`config.mk`:
```
export PLATFORM = sky130hd
export DESIGN_NAME = wcdm_cmp
export DESIGN_NICKNAME = d
export VERILOG_FILES = /design/src/rtl/core/wcdm_pkg.sv /design/src/rtl/core/wcdm_cmp.sv
export SDC_FILE = /design/constraint.sdc
export NUM_CORES = 1
export LEC_CHECK = 0
export BUFFER_PORTS_ARGS = -buffer_cell sky130_fd_sc_hd__clkbuf_2
export CAP_MARGIN = 5
export CORE_AREA = 2 2 101 103
export DETAILED_ROUTE_END_ITERATION = 10
export DIE_AREA = 0 0 103 105
export PLACE_DENSITY_LB_ADDON = 0.25
export SYNTH_ARGS = -nofsm -noshare
export SYNTH_HDL_FRONTEND = slang
export SYNTH_SLANG_ARGS = --single-unit
```
`constraint.sdc`:
```
create_clock -name vclk -period 3.45
set_input_delay 0 -clock vclk [all_inputs]
set_output_delay 0 -clock vclk [all_outputs]
set_load 0.05 [all_outputs]
```
`src/rtl/core/wcdm_pkg.sv`:
```
// ============================================================================
// wcdm_pkg
// Shared types, constants and helpers for the word class dictionary matcher.
// ============================================================================
package wcdm_pkg;

    // vocabulary geometry
    localparam int CATEGORY_COUNT       = 6;
    localparam int ENTRIES_PER_CATEGORY = 32;
    localparam int ENTRY_CHARS          = 16;
    localparam int SENTENCE_CHARS       = 256;
    localparam int LEN_CAP              = (SENTENCE_CHARS - 1) < 255 ? (SENTENCE_CHARS - 1) : 255;

    localparam int ROW_COUNT = CATEGORY_COUNT * ENTRIES_PER_CATEGORY;
    localparam int ROW_W     = $clog2(ROW_COUNT);
    localparam int POS_W     = $clog2(ENTRY_CHARS);
    localparam int CLEN_W    = $clog2(ENTRY_CHARS + 1);

    // field widths
    localparam int CAT_W  = 3;
    localparam int SLOT_W = 5;
    localparam int CPOS_W = 4;
    localparam int CHAR_W = 8;
    localparam int LEN_W  = 8;

    // operation codes
    localparam logic OP_DICT_WRITE = 1'b0;
    localparam logic OP_TEXT       = 1'b1;

    // character codes
    localparam logic [CHAR_W-1:0] CHAR_NUL    = 8'h00;
    localparam logic [CHAR_W-1:0] CHAR_SPACE  = 8'h20;
    localparam logic [CHAR_W-1:0] CHAR_UA     = 8'h41;
    localparam logic [CHAR_W-1:0] CHAR_UZ     = 8'h5A;
    localparam logic [CHAR_W-1:0] CHAR_LA     = 8'h61;
    localparam logic [CHAR_W-1:0] CHAR_LZ     = 8'h7A;
    localparam logic [CHAR_W-1:0] CASE_OFFSET = 8'd32;

    typedef logic [ROW_W-1:0]  t_row;
    typedef logic [POS_W-1:0]  t_pos;
    typedef logic [CLEN_W-1:0] t_clen;
    typedef logic [ENTRY_CHARS-1:0][CHAR_W-1:0] t_entry;

    typedef struct packed {
        logic              operation;
        logic [CAT_W-1:0]  entry_category;
        logic [SLOT_W-1:0] entry_slot;
        logic [CPOS_W-1:0] char_pos;
        logic [CHAR_W-1:0] char_value;
    } t_in;

    typedef struct packed {
        logic              found;
        logic [CAT_W-1:0]  word_category;
        logic [SLOT_W-1:0] word_slot;
        logic [LEN_W-1:0]  word_length;
    } t_out;

    // request from the sequencer to the dictionary store
    typedef struct packed {
        logic              we;
        logic              clr;
        t_row              wrow;
        t_pos              wpos;
        logic [CHAR_W-1:0] wdata;
        logic              rd;
        t_row              rrow;
    } t_store_req;

    typedef enum logic [1:0] {
        ST_CLEAR,
        ST_IDLE,
        ST_SEARCH,
        ST_HOLD
    } t_state;

    // flat row index of a category and slot
    function automatic t_row row_of(input logic [CAT_W-1:0] cat, input logic [SLOT_W-1:0] slot);
        int idx;
        idx = int'(cat) * ENTRIES_PER_CATEGORY + int'(slot);
        return t_row'(idx);
    endfunction

endpackage

```
`src/rtl/core/wcdm_cmp.sv`:
```
// ============================================================================
// wcdm_cmp
// Shared entry comparator: checks one dictionary row against the buffered
// word, requiring a terminating NUL right after the word when it is short.
// ============================================================================
module wcdm_cmp (
    input  wcdm_pkg::t_entry i_row,
    input  wcdm_pkg::t_entry i_word,
    input  wcdm_pkg::t_clen  i_len,
    output logic             o_hit
);
    import wcdm_pkg::*;

    // per-byte masked compare
    always_comb begin
        o_hit = 1'b1;
        for (int i = 0; i < ENTRY_CHARS; i++) begin
            if (i < int'(i_len)) begin
                if (i_row[i] != i_word[i]) begin
                    o_hit = 1'b0;
                end
            end else if (i == int'(i_len)) begin
                if (i_row[i] != CHAR_NUL) begin
                    o_hit = 1'b0;
                end
            end
        end
    end

endmodule

```
* Word-level counts from Yosys, hierarchy flattened
Cells that the tools add are included.
Storage, ports and cells: logic and storage cells 128, input bits 261, output and inout port bits 1, flip-flop bits (word level) 0
Cells by class: muxes and demuxes 64, eq/ne operators 31, reduce and logical (&&, ||, !) cells 17, magnitude comparators 16
Operators with widths (count):
- 8-bit inequality test | 16
- 8-bit nonzero test | 16
- 1-bit two-way mux | 64
- 5-bit == test, first input constant | 8
- 4-bit by 5-bit less-than comparator with 1-bit output, first input constant | 8
- 4-bit by 5-bit == test with 1-bit output, first input constant | 4
- 3-bit by 5-bit less-than comparator with 1-bit output, first input constant | 4
- 3-bit by 5-bit == test with 1-bit output, first input constant | 2
- 1-bit by 5-bit less-than comparator with 1-bit output, first input constant | 2
- 2-bit by 5-bit less-than comparator with 1-bit output, first input constant | 2
- 2-bit by 5-bit == test with 1-bit output, first input constant | 1
- 5-bit logical NOT | 1

* Logic depth before layout (Yosys ltp)
depth in word-level cells 49, mapped depth 7, mapped depth without buffers 6

* Least setup slack after synthesis
OpenSTA, ideal clock, no wires.
path kind in2out, start point input i_row[52] in the netlist's numbering, end point output o_hit, required time 3450 ps, slack 1378 ps, buffers on the path 0, stages 6, arrival time 2072 ps, path through or4_1 > nor3_1 > nor4_1 > o31ai_1 > o2111ai_1 > nor4_2
On the way: longest elaborated chain between the ends 31, elaborated cells on any way between the ends 42, classes of those cells eq/ne (1); mux (40); reduce/logical (1)
Ends and longest elaborated chain:
- start, declared | RTL line wcdm_cmp.sv:7 | input wcdm_pkg::t_entry i_row,
- 8-bit nonzero test | RTL line wcdm_cmp.sv:23 | if (i_row[i] != CHAR_NUL) begin
- 1-bit two-way mux | RTL line wcdm_cmp.sv:23
- 1-bit two-way mux | RTL line wcdm_cmp.sv:22 | end else if (i == int'(i_len)) begin
- 1-bit two-way mux (*) | RTL line wcdm_cmp.sv:18 | if (i < int'(i_len)) begin
- 1-bit two-way mux | RTL line wcdm_cmp.sv:23
- 1-bit two-way mux | RTL line wcdm_cmp.sv:22
- 1-bit two-way mux (*) | RTL line wcdm_cmp.sv:18
- 1-bit two-way mux | RTL line wcdm_cmp.sv:23
- (+15 left out)
- 1-bit two-way mux | RTL line wcdm_cmp.sv:22
- 1-bit two-way mux (*) | RTL line wcdm_cmp.sv:18
- 1-bit two-way mux | RTL line wcdm_cmp.sv:23
- 1-bit two-way mux | RTL line wcdm_cmp.sv:22
- 1-bit two-way mux (*) | RTL line wcdm_cmp.sv:18
- 1-bit two-way mux | RTL line wcdm_cmp.sv:23
- 1-bit two-way mux | RTL line wcdm_cmp.sv:22
- 1-bit two-way mux (*) | RTL line wcdm_cmp.sv:18
- end, declared | RTL line wcdm_cmp.sv:10 | output logic o_hit
Every way passes the cells marked *; elsewhere a longest branch is shown, timed or not.

* Final worst setup path
Ends and elaborated chain as after synthesis.

==> results_dict.tcl <==
set metrics [dict create \
    period_needed_ns 2.034 \
    rows 36 \
    grt.total_usage_pct 16.50 \
    cp_data_arrival_time_ns 2.03 \
    vias_per_cell 4.645 \
    yosys_warnings 0 \
    grt_pass1_wl_mm 14.41 \
    synth_top_area_share_pct 30.18 \
    hpwl_mm 9.038 \
    syn_inst 273 \
    antenna_cells 0 \
    grt_overflow 0 \
    synth.distinct_cells 41 \
    ys_seq_area_share_pct 0 \
    hold_depth 6 \
    drive_gt1_share_pct 51.23 \
    synth_nets 534 \
    core_area_sq_mm 0.009639 \
    crit_required_ns 3.45 \
    gp_congestion 0.8381 \
    layout.nets 792 \
    max_cap_violations 0 \
    worst_pin_slew_ns 0.5506 \
    ctsResizeCount 0 \
    ir_worst_vdd_mv 0.04614 \
    crit_path_start_kind "input port" \
    chipHeight_um 105 \
    crit_fanout 2 \
    final-setup-viol-count 0 \
    yosysTopAreaCell "xor2_1" \
    multi_input_area_sq_mm 0.001996 \
    vias 3075 \
    drt_wl_total_mm 9.667 \
    p_total_uw 374.8 \
    power_density_mw_per_mm2 107.8 \
    nClkBuffers 0 \
    status "completed" \
    grt_pass1_vias 3216 \
    syn_area_sq_mm 0.002061 \
    fmax_mhz 491.8 \
    drt-initial-drc-count 70 \
    start_util_pct 21.38 \
    place_ws_ns 1.396 \
    grt_max_degree 16 \
    die-width_um 103 \
    drc 0 \
    slew_headroom_pct 62.96 \
    area.sequential_sq_um 0 \
    end_kind "output pin" \
    routedWlPerCell_um 14.60 \
    ant_nets 0 \
    min_path_type "input port to output pin" \
    layout_setup_ws_ns 1.416 \
    timing.final.max_slew_violations 0 \
    setup_tns_ns 0 \
    areaGrowthSynthToFinish_pct 68.73 \
    rsz0062_at_grt "no" \
    cts-hold-fix-buffers 0 \
    post-route-period-util_pct 58.94 \
    hold_violations 0 \
    crit_type "input port to output pin" \
    yosys-top-cells-area "xor2_1 (30%), xnor2_1 (24%), nor4_1 (14%)" \
    fillers 1076 \
    seq_cell_count 0 \
    port_buffers 262 \
    power.leakage_uw 0.001647 \
    cts_setup_buffers 0 \
    syn_avg_cell_area_sq_um 7.548 \
    dr.pass1.iters 4 \
    antenna_found_initial 0 \
    ios 262 \
    dieArea_sq_mm 0.01082 \
]
==> logic make-up (layout without fill, tap and decap cells) <==
family / count (synthesis) / after routing / synth area share (%)
simple gates: 110 / 110 / 32.79
xor+xnor: 128 / 128 / 54.40
compound gates: 27 / 27 / 9.169
buf+inv: 7 / 263 / 3.157
fa+ha+maj: 1 / 1 / 0.4858
==> metrics by stage <==
step / std cells / util, % / hold WS, ns / area [sq um]
3_5_place_dp: 662 / 36.07 / 0.6946 / 3477
5_1_grt: 662 / 36.07 / 0.7383 / 3477
4_1_cts: 662 / 36.07 / 0.6996 / 3477
3_3_place_gp: 662 / 36.07 / 0.7063 / 3477
2_1_floorplan: 273 / - / 0.3521 / 2061
6_report: 662 / 36.07 / 0.6868 / 3477
==> cell usage after synthesis, types with 2 or more instances <==
cell      number
or4_1          9
nand4_1       18
xor2_1        71
o21ai_0        4
nand2_1        7
nor3_1         5
clkbuf_8       3
a211oi_1       3
xnor2_1       57
nor2_1         8
a31oi_1        3
or2_2          2
a21oi_1        5
nor4_1        45
o31ai_1        2
nor4b_1        2
nand3_1        5
==> path summary, 6_finish.rpt <==
path,startpoint,end,slack [ns]
worst min-delay path,i_word[120],o_hit,0.69
worst max-delay path,i_row[52],o_hit,1.42
==> power breakdown <==
group,leakage (uW),switching [uW],internal [uW]
clock network,0,0,0
registers,0,0,0
logic,0.00165,170,205
==> layer usage <==
layer  GRT usage (%)  share of wire (%)  up-vias
li1                -                  -     1555
met1           18.31                 37     1370
met2           34.00                 55      148
met3           1.739                7.6        2
met4          0.5639               0.22        0
met5               0                  0        -
==> cells in the final DEF (no fill, tap or decap), drive strengths merged <==
cell	n
a21oi	5
a31oi	3
maj3	1
inv	1
xor2	71
a2111oi	1
a21boi	1
or2	2
nor3	6
xnor2	57
and3	2
and2	1
o2111ai	1
o221ai	1
nor4b	2
o21ba	1
or4	10
o21a	1
o21ai	4
clkbuf	262
or3	1
a211o	1
a221oi	1
or3b	1
nand2	7
a41oi	1
nor2	8
nand4	18
nor4	46
a211oi	3
o31ai	2
a311oi	1
or2b	1
nand3	5
==> critical path: stages <==
cell	delay [ns]
clkbuf_2	0.10
or4_1	0.53
nor3_1	0.27
nor4_1	0.11
o31ai_1	0.21
o2111ai_1	0.17
nor4_2	0.32
clkbuf_2	0.33
==> cell type report <==
cell class	instances	area share (%)
Multi-Input combinational cell	266	57.39
Timing Repair Buffer	262	37.71
Inverter	1	0.1080
Tap cell	133	4.786
No activity file was read; power rests on OpenSTA's default activity.
